===== src/rtl/seven_segment_scan_driver_core_macros.svh =====
// ----------------------------------------------------------------------------
// Seven-segment scan driver assertion macros
// Shorthand for clocked implication checks, disabled during reset.
// ----------------------------------------------------------------------------
`ifndef SEVEN_SEGMENT_SCAN_DRIVER_CORE_MACROS_SVH
`define SEVEN_SEGMENT_SCAN_DRIVER_CORE_MACROS_SVH

// same-cycle implication
`define SSD_ASSERT_SAME(lbl, ante, cons, msg) \
	lbl: assert property (@(posedge clk) disable iff (!arst_n) (ante) |-> (cons)) \
		else $error(msg);

// next-cycle implication
`define SSD_ASSERT_NEXT(lbl, ante, cons, msg) \
	lbl: assert property (@(posedge clk) disable iff (!arst_n) (ante) |=> (cons)) \
		else $error(msg);

`endif


===== src/rtl/ssd_pkg.sv =====
// ----------------------------------------------------------------------------
// ssd_pkg
// Constants, segment table and decimal split for the seven-segment driver.
// ----------------------------------------------------------------------------
package ssd_pkg;

	localparam int VALUE_W  = 14;
	localparam int PERIOD_W = 16;
	localparam int PHASE_W  = 3;
	localparam int SEG_W    = 8;

	localparam logic [VALUE_W-1:0]  VALUE_MAX    = 14'd9999;
	localparam logic [PERIOD_W-1:0] PERIOD_RESET = 16'd1000;

	typedef logic [SEG_W-1:0] seg_pattern_t;

	localparam seg_pattern_t SEG_PATTERN [10] = '{
		8'hEE, 8'h88, 8'hB6, 8'hBC, 8'hD8, 8'h7C, 8'h7E, 8'hA8, 8'hFE, 8'hFC
	};

	// decimal point is pattern bit 0
	localparam seg_pattern_t SEG_DP = 8'h01;

	typedef struct packed {
		logic [3:0] thou;
		logic [3:0] hund;
		logic [3:0] tens;
		logic [3:0] units;
	} digits_t;

	// saturate then split; reciprocal multiplies are exact for 0..9999
	function automatic digits_t split_digits(input logic [VALUE_W-1:0] raw);
		logic [VALUE_W-1:0] v;
		logic [29:0] p10;
		logic [26:0] p100;
		logic [27:0] p1000;
		logic [9:0]  q10;
		logic [6:0]  q100;
		logic [3:0]  q1000;
		digits_t     d;
		v      = (raw > VALUE_MAX) ? VALUE_MAX : raw;
		p10    = 30'(v) * 30'd52429;
		p100   = 27'(v) * 27'd5243;
		p1000  = 28'(v) * 28'd8389;
		q10    = 10'(p10 >> 19);
		q100   = 7'(p100 >> 19);
		q1000  = 4'(p1000 >> 23);
		d.thou  = q1000;
		d.hund  = 4'(q100 - 7'(q1000) * 7'd10);
		d.tens  = 4'(q10 - 10'(q100) * 10'd10);
		d.units = 4'(v - 14'(q10) * 14'd10);
		return d;
	endfunction

	function automatic seg_pattern_t seg_lookup(input logic [3:0] digit);
		seg_pattern_t p;
		if (digit <= 4'd9) begin
			p = SEG_PATTERN[digit];
		end else begin
			p = '0;
		end
		return p;
	endfunction

endpackage


===== src/rtl/seven_segment_scan_driver_core.sv =====
// ----------------------------------------------------------------------------
// seven_segment_scan_driver_core
// Scan driver for two four-digit seven-segment displays.
// ----------------------------------------------------------------------------
// Usage:
//   Slave stream: one item per scan tick. tdata = {right_value, left_value},
//   tuser = right_blink. Master stream: one item per tick, tdata =
//   {segment_select_n, digit_mask}.
//   cfg_we/cfg_wdata load blink_period; write only while the block is idle.
// Timing:
//   An item accepted on the slave side passes the input register, then the
//   result register, before it is presented on the master side.
//   One item per cycle sustained while m_axis_tready stays high; the digit
//   split and pattern lookup sit between the two registers.
// Reset:
//   arst_n clears both stages, the segment phase and the blink counter, and
//   sets blink_period to 1000. The first tick after reset drives segment 1.
// Stall:
//   While m_axis_tready is low the result holds; the input stage keeps one
//   more item, after which s_axis_tready drops. Nothing is dropped.
// ----------------------------------------------------------------------------
module seven_segment_scan_driver_core
	import ssd_pkg::*;
(
	input  logic        clk,
	input  logic        arst_n,
	input  logic        cfg_we,
	input  logic [15:0] cfg_wdata,      // blink_period
	input  logic        s_axis_tvalid,
	output logic        s_axis_tready,
	input  logic [31:0] s_axis_tdata,   // [13:0] left_value, [27:14] right_value, [31:28] zero
	input  logic        s_axis_tuser,   // [0] right_blink
	output logic        m_axis_tvalid,
	input  logic        m_axis_tready,
	output logic [15:0] m_axis_tdata    // [7:0] digit_mask, [15:8] segment_select_n
);

	logic [PERIOD_W-1:0] period_q;
	logic [PHASE_W-1:0]  phase_q;
	logic [PERIOD_W-1:0] blink_cnt_q;

	logic                valid_s1;
	logic [VALUE_W-1:0]  left_s1;
	logic [VALUE_W-1:0]  right_s1;
	logic                blank_s1;
	logic [PHASE_W-1:0]  phase_s1;

	logic                out_valid_q;
	logic [SEG_W-1:0]    mask_q;
	logic [SEG_W-1:0]    sel_n_q;

	logic                s_accept;
	logic                out_free;
	logic                adv_s1;
	logic [PHASE_W-1:0]  phase_next;
	logic [PERIOD_W:0]   cnt_inc;

	digits_t             ld;
	digits_t             rd;
	seg_pattern_t        lp [4];
	seg_pattern_t        rp [4];
	logic [SEG_W-1:0]    mask_c;

	assign out_free      = !out_valid_q || m_axis_tready;
	assign adv_s1        = valid_s1 && out_free;
	assign s_axis_tready = !valid_s1 || out_free;
	assign s_accept      = s_axis_tvalid && s_axis_tready;
	assign phase_next    = phase_q + PHASE_W'(1);
	assign cnt_inc       = {1'b0, blink_cnt_q} + (PERIOD_W+1)'(1);

	always_ff @(posedge clk or negedge arst_n) begin
		if (!arst_n) begin
			period_q <= PERIOD_RESET;
		end else if (cfg_we) begin
			period_q <= cfg_wdata;
		end
	end

	// scan state moves once per accepted item
	always_ff @(posedge clk or negedge arst_n) begin
		if (!arst_n) begin
			phase_q     <= '0;
			blink_cnt_q <= '0;
		end else if (s_accept) begin
			phase_q <= phase_next;
			if (cnt_inc > {1'b0, period_q}) begin
				blink_cnt_q <= '0;
			end else begin
				blink_cnt_q <= cnt_inc[PERIOD_W-1:0];
			end
		end
	end

	always_ff @(posedge clk or negedge arst_n) begin
		if (!arst_n) begin
			valid_s1 <= 1'b0;
		end else if (s_axis_tready) begin
			valid_s1 <= s_axis_tvalid;
		end
	end

	always_ff @(posedge clk) begin
		if (s_accept) begin
			left_s1  <= s_axis_tdata[13:0];
			right_s1 <= s_axis_tdata[27:14];
			blank_s1 <= s_axis_tuser && (blink_cnt_q < (period_q >> 1));
			phase_s1 <= phase_next;
		end
	end

	always_comb begin
		ld    = split_digits(left_s1);
		rd    = split_digits(right_s1);
		lp[0] = seg_lookup(ld.thou);
		lp[1] = seg_lookup(ld.hund);
		lp[2] = seg_lookup(ld.tens) | SEG_DP;
		lp[3] = seg_lookup(ld.units);
		rp[0] = seg_lookup(rd.thou);
		rp[1] = seg_lookup(rd.hund) | SEG_DP;
		rp[2] = seg_lookup(rd.tens);
		rp[3] = seg_lookup(rd.units);
		if (blank_s1) begin
			for (int i = 0; i < 4; i++) begin
				rp[i] = '0;
			end
		end
		// digit routing: left 5,6,7,4 / right 3,2,1,0
		mask_c = {lp[2][phase_s1], lp[1][phase_s1], lp[0][phase_s1], lp[3][phase_s1],
			rp[0][phase_s1], rp[1][phase_s1], rp[2][phase_s1], rp[3][phase_s1]};
	end

	always_ff @(posedge clk or negedge arst_n) begin
		if (!arst_n) begin
			out_valid_q <= 1'b0;
		end else if (out_free) begin
			out_valid_q <= valid_s1;
		end
	end

	always_ff @(posedge clk) begin
		if (adv_s1) begin
			mask_q  <= mask_c;
			sel_n_q <= ~(SEG_W'(1) << phase_s1);
		end
	end

	assign m_axis_tvalid = out_valid_q;
	assign m_axis_tdata  = {sel_n_q, mask_q};

	`include "seven_segment_scan_driver_core_macros.svh"

	`SSD_ASSERT_NEXT(a_phase_step, s_accept, phase_q == $past(phase_next), "phase did not advance")
	`SSD_ASSERT_NEXT(a_s1_held, valid_s1 && !out_free, valid_s1, "input stage item lost")
	`SSD_ASSERT_SAME(a_sel_onehot, m_axis_tvalid, $onehot(~m_axis_tdata[15:8]), "select not one-hot")

endmodule


===== config.mk =====
export PLATFORM = sky130hd
export DESIGN_NAME = seven_segment_scan_driver_core
export DESIGN_NICKNAME = d
export VERILOG_FILES = /design/src/rtl/ssd_pkg.sv /design/src/rtl/seven_segment_scan_driver_core.sv
export VERILOG_INCLUDE_DIRS = /design/src /design/src/rtl
export SDC_FILE = /design/constraint.sdc
export NUM_CORES = 1
export LEC_CHECK = 0
export BUFFER_PORTS_ARGS = -buffer_cell sky130_fd_sc_hd__clkbuf_2
export CORE_UTILIZATION = 55
export CTS_BUF_LIST = sky130_fd_sc_hd__clkbuf_8
export CTS_CLUSTER_SIZE = 14
export DETAILED_ROUTE_END_ITERATION = 16
export HOLD_SLACK_MARGIN = 0.15
export PLACE_DENSITY_LB_ADDON = 0.3
export SLEW_MARGIN = 20
export SYNTH_ARGS = -nofsm -noshare
export SYNTH_HDL_FRONTEND = slang
export SYNTH_SLANG_ARGS = --single-unit
export TNS_END_PERCENT = 30

===== constraint.sdc =====
create_clock -name clk -period 12.84 [get_ports clk]
set_input_delay 2.568 -clock clk [delete_from_list [all_inputs] [get_ports clk]]
set_output_delay 2.568 -clock clk [all_outputs]
set_load 0.005 [all_outputs]

==> load_flow_metrics.sql <==
INSERT INTO impl_metrics (metric_group, metric, value, unit) VALUES
('timing', 'fin_worst_hold_slack', '0.494', 'ns'),
('timing', 'drv_slew', '0', ''),
('timing', 'min_period_over_period', '0.755', ''),
('yosys', 'yosysUniqueCellTypes', '79', ''),
('place', 'detailedPlacementHpwl', '44300', 'um'),
('route', 'viasPerCell', '5.43', ''),
('job', 'cap_violations', '0', ''),
('final_layout', 'area_growth_syn_to_layout', '5.09', '%'),
('place', 'port_buffers', '67', ''),
('floorplan', 'chipWidth', '199', 'um'),
('route', 'drc_violations', '0', ''),
('setup_path', 'crit_path_end_kind', 'flop', ''),
('route', 'vias', '15400', ''),
('yosys', 'synth_sequential_area_ratio', '0.111', ''),
('route', 'drtAntennaViolNets', '0', ''),
('status', 'outcome', 'completed', ''),
('cts', 'holdBufCountCts', '0', ''),
('setup_path', 'cp_max_fo', '8', ''),
('cts', 'clkSlewWorstSetupHoldPaths', '0.11', 'ns'),
('floorplan', 'core.rowCount', '71', ''),
('timing', 'max_slew_margin', '0.280', ''),
('cts', 'htree_num_levels', '3', ''),
('yosys', 'synthCells', '2270', ''),
('route', 'wl_per_cell', '18.1', 'um'),
('cts', 'tritoncts', 'yes', ''),
('floorplan', 'dieArea', '39700', 'sq um'),
('cts', 'clock_insertion_delay_worst_skew', '0.46', 'ns'),
('route', 'length_of_the_first_detailed_routing_pass_in_iterations', '5', ''),
('route', 'detail_route.wirelength', '51300', 'um'),
('cts', 'post_cts_repair_setup_buffers', '0', ''),
('setup_path', 'cp-start-kind', 'flop', ''),
('cts', 'tritoncts.num_buffers', '9', ''),
('yosys', 'synth_flop_cell', 'sky130_fd_sc_hd__edfxtp_1', ''),
('route', 'first_iter_violations', '639', ''),
('floorplan', 'floorplan.core_area', '37900', 'sq um'),
('setup_path', 'worst-endpoint-arrival', '9.87', 'ns'),
('place', 'finalWeightedCongestion', '0.968', ''),
('timing', 'grt_setup_unrepaired', 'false', ''),
('global_routing', 'via_count_of_the_first_global_routing_pass', '16600', ''),
('final_layout', 'num_antenna_cells', '0', ''),
('timing', 'worst_slew_pin_slew', '1.07', 'ns'),
('timing', 'finalSetupViolations', '0', ''),
('cts', 'clock_tree_sinks', '85', ''),
('yosys', 'syn-cell-area', '21400', 'sq um'),
('final_layout', 'postLayoutCoreUtil', '0.592', ''),
('global_routing', 'antenna_found_initial', '2', ''),
('setup_path', 'worst_path_max_delay_cell', 'sky130_fd_sc_hd__nor2_1', ''),
('timing', 'finalWorstSetupSlack', '3.15', 'ns'),
('yosys', 'ys_ff_latch', '85', ''),
('setup_path', 'slowest_delay', '0.64', 'ns'),
('timing', 'highest_achievable_clock_rate', '103', 'MHz'),
('cts', 'cts_root_buffer', 'sky130_fd_sc_hd__clkbuf_8', ''),
('timing', 'timing_hold_violations_final', '0', ''),
('timing', 'setup-tns-final', '0', 'ns'),
('setup_path', 'timing.setup.critical_path_class', 'flop to flop', ''),
('timing', 'worst_clock_skew', '0.0398', 'ns'),
('cts', 'cts_resized', '0', ''),
('final_layout', 'net_count_reported_at_finish', '3148', ''),
('setup_path', 'worstPathRequired', '13.02', 'ns'),
('final_layout', 'final_layout_size_suffix_gt1_frac', '0.0555', ''),
('floorplan', 'die_height', '199', 'um'),
('setup_path', 'critical_path.most_common_cell', 'sky130_fd_sc_hd__ha_1', ''),
('yosys', 'synth_enable_flop_cells', '48', ''),
('floorplan', 'initial_core_util', '0.564', ''),
('yosys', 'synth.avg_cell_area', '9.42', 'sq um'),
('yosys', 'synthArstFlopShare', '0.435', ''),
('yosys', 'yosys_warnings', '0', ''),
('global_routing', 'grt_use_total', '0.280', ''),
('global_routing', 'grt_start_max_net_pins', '38', ''),
('hold_path', 'class_of_the_tightest_hold_or_removal_check', 'flop to flop', ''),
('place', 'place_worst_setup_slack', '3.22', 'ns'),
('timing', 'finalCriticalPeriod', '9.69', 'ns'),
('global_routing', 'wire_length_of_the_first_global_routing_pass', '84500', 'um'),
('cts', 'ctsLongestPathBuffers', '2', ''),
('floorplan', 'top_level_ports', '72', ''),
('global_routing', 'grt_overflow_total', '0', '');
per-layer routing:
layer | vias to the layer above | GRT usage | wire, um
met3 | 94 | 0.0343 | 1800
li1 | 7446 | - | -
met2 | 315 | 0.501 | 25400
met5 | - | 0 | 13
met1 | 7548 | 0.337 | 21900
met4 | 2 | 0.121 | 2180
path summary, 6_finish.rpt:
check                       startpoint              to  slack, ns  cells after the start
min reg2reg                   valid_s1   m_axis_tvalid       0.49                      1
min in group asynchronous       arst_n  blink_cnt_q[7]       2.22                      1
max reg2reg                right_s1[7]       mask_q[2]       3.15                     29
min                           valid_s1   m_axis_tvalid       0.49                      1
max in group asynchronous       arst_n    period_q[14]       9.99                      1
max                        right_s1[7]       mask_q[2]       3.15                     29
final cells by class:
cell class              instances  area [sq um]
clock inverters                 7          68.8
flip-flops and latches         85          2370
inverters                     634          2380
well taps                     511           639
clock buffers                   9           124
multi-input cells            1512         16500
repair buffers                 77           410
fillers                      3329         15500
critical path, delay by kind of cell, from the launching register on:
family	cells	cell delay, ns
AO/OA/AOI/OAI	5	1.40
buffers and inverters	4	0.74
XOR/XNOR	6	1.68
AND/OR/NAND/NOR	5	1.53
flip-flops	1	0.63
adder cells (fa/ha/maj)	9	3.42
cell usage after synthesis (3+ instances only):
| master | instances | area (sq um) |
|---|---|---|
| sky130_fd_sc_hd__dfrtp_1 | 31 | 776 |
| sky130_fd_sc_hd__clkbuf_1 | 35 | 131 |
| sky130_fd_sc_hd__a21oi_1 | 59 | 295 |
| sky130_fd_sc_hd__nor2_1 | 62 | 233 |
| sky130_fd_sc_hd__nand2_1 | 100 | 375 |
| sky130_fd_sc_hd__edfxtp_1 | 48 | 1440 |
| sky130_fd_sc_hd__and3_1 | 20 | 125 |
| sky130_fd_sc_hd__a211o_1 | 6 | 52.6 |
| sky130_fd_sc_hd__a21o_1 | 50 | 375 |
| sky130_fd_sc_hd__ha_1 | 518 | 6480 |
| sky130_fd_sc_hd__inv_1 | 633 | 2380 |
| sky130_fd_sc_hd__a211oi_1 | 14 | 105 |
| sky130_fd_sc_hd__xnor2_1 | 62 | 543 |
| sky130_fd_sc_hd__o211ai_1 | 11 | 82.6 |
| sky130_fd_sc_hd__a31oi_1 | 15 | 93.8 |
| sky130_fd_sc_hd__a32o_1 | 14 | 140 |
| sky130_fd_sc_hd__nand3b_1 | 5 | 37.5 |
| sky130_fd_sc_hd__nand3_1 | 33 | 165 |
| sky130_fd_sc_hd__nand4_1 | 10 | 62.6 |
| sky130_fd_sc_hd__fa_1 | 257 | 5140 |
| sky130_fd_sc_hd__or2_2 | 8 | 50.1 |
| sky130_fd_sc_hd__xnor3_1 | 5 | 113 |
| sky130_fd_sc_hd__xor2_1 | 24 | 210 |
| sky130_fd_sc_hd__nor3_1 | 15 | 75.1 |
| sky130_fd_sc_hd__nand2b_1 | 16 | 100 |
| sky130_fd_sc_hd__nor2b_1 | 17 | 106 |
| sky130_fd_sc_hd__o22ai_1 | 5 | 31.3 |
| sky130_fd_sc_hd__and2_1 | 5 | 31.3 |
| sky130_fd_sc_hd__mux4_2 | 3 | 67.6 |
| sky130_fd_sc_hd__mux2i_1 | 18 | 180 |
| sky130_fd_sc_hd__a311oi_1 | 4 | 35.0 |
| sky130_fd_sc_hd__or3_1 | 4 | 25.0 |
| sky130_fd_sc_hd__a221oi_1 | 6 | 52.6 |
| sky130_fd_sc_hd__o31ai_1 | 4 | 30.0 |
| sky130_fd_sc_hd__o2111ai_1 | 5 | 43.8 |
| sky130_fd_sc_hd__dfstp_2 | 6 | 158 |
| sky130_fd_sc_hd__o311ai_0 | 4 | 35.0 |
| sky130_fd_sc_hd__o21a_1 | 15 | 113 |
| sky130_fd_sc_hd__o21ai_0 | 61 | 305 |
| sky130_fd_sc_hd__and4_1 | 5 | 43.8 |
sequential cells by signal, summed over array words and instances, names as in the netlist:
name,cells
phase_q,3
phase_s1,3
valid_s1,1
left_s1,14
m_axis_tvalid,1
period_q,16
blink_cnt_q,16
sel_n_q,8
blank_s1,1
right_s1,14
mask_q,8
cell usage in the layout (no fill, tap or decap), types with 17 or more instances in the layout:
| master | count |
|---|---|
| sky130_fd_sc_hd__nor2_1 | 61 |
| sky130_fd_sc_hd__ha_1 | 518 |
| sky130_fd_sc_hd__inv_1 | 632 |
| sky130_fd_sc_hd__dfrtp_1 | 31 |
| sky130_fd_sc_hd__o21ai_0 | 61 |
| sky130_fd_sc_hd__a21o_1 | 50 |
| sky130_fd_sc_hd__xnor2_1 | 62 |
| sky130_fd_sc_hd__and3_1 | 20 |
| sky130_fd_sc_hd__edfxtp_1 | 48 |
| sky130_fd_sc_hd__xor2_1 | 24 |
| sky130_fd_sc_hd__nor2b_1 | 17 |
| sky130_fd_sc_hd__a21oi_1 | 59 |
| sky130_fd_sc_hd__nand3_1 | 33 |
| sky130_fd_sc_hd__mux2i_1 | 18 |
| sky130_fd_sc_hd__clkbuf_2 | 67 |
| sky130_fd_sc_hd__nand2_1 | 100 |
| sky130_fd_sc_hd__fa_1 | 257 |
through the flow:
stage / cell area (sq um) / instances
floorplan: 21400 / 2271
global placement: 22300 / 2819
detailed placement: 22300 / 2819
CTS: 22500 / 2835
global route: 22500 / 2835
finish: 22500 / 2835
cells by family after synthesis:
kind of cell | Yosys count | share of synthesized area
xor gates and xnor gates | 91 | 0.0405
adders and majority gates | 776 | 0.544
buffers and inverters | 674 | 0.119
muxes | 23 | 0.0126
AOI/OAI and AO/OA | 308 | 0.101
other | 2 | 0.000351
and+or+nand+nor | 311 | 0.0718
DFF | 85 | 0.111
Power is left out: the tool's default activity adds up to more than one toggle a clock period on the data nets, which glitch-free logic cannot reach.
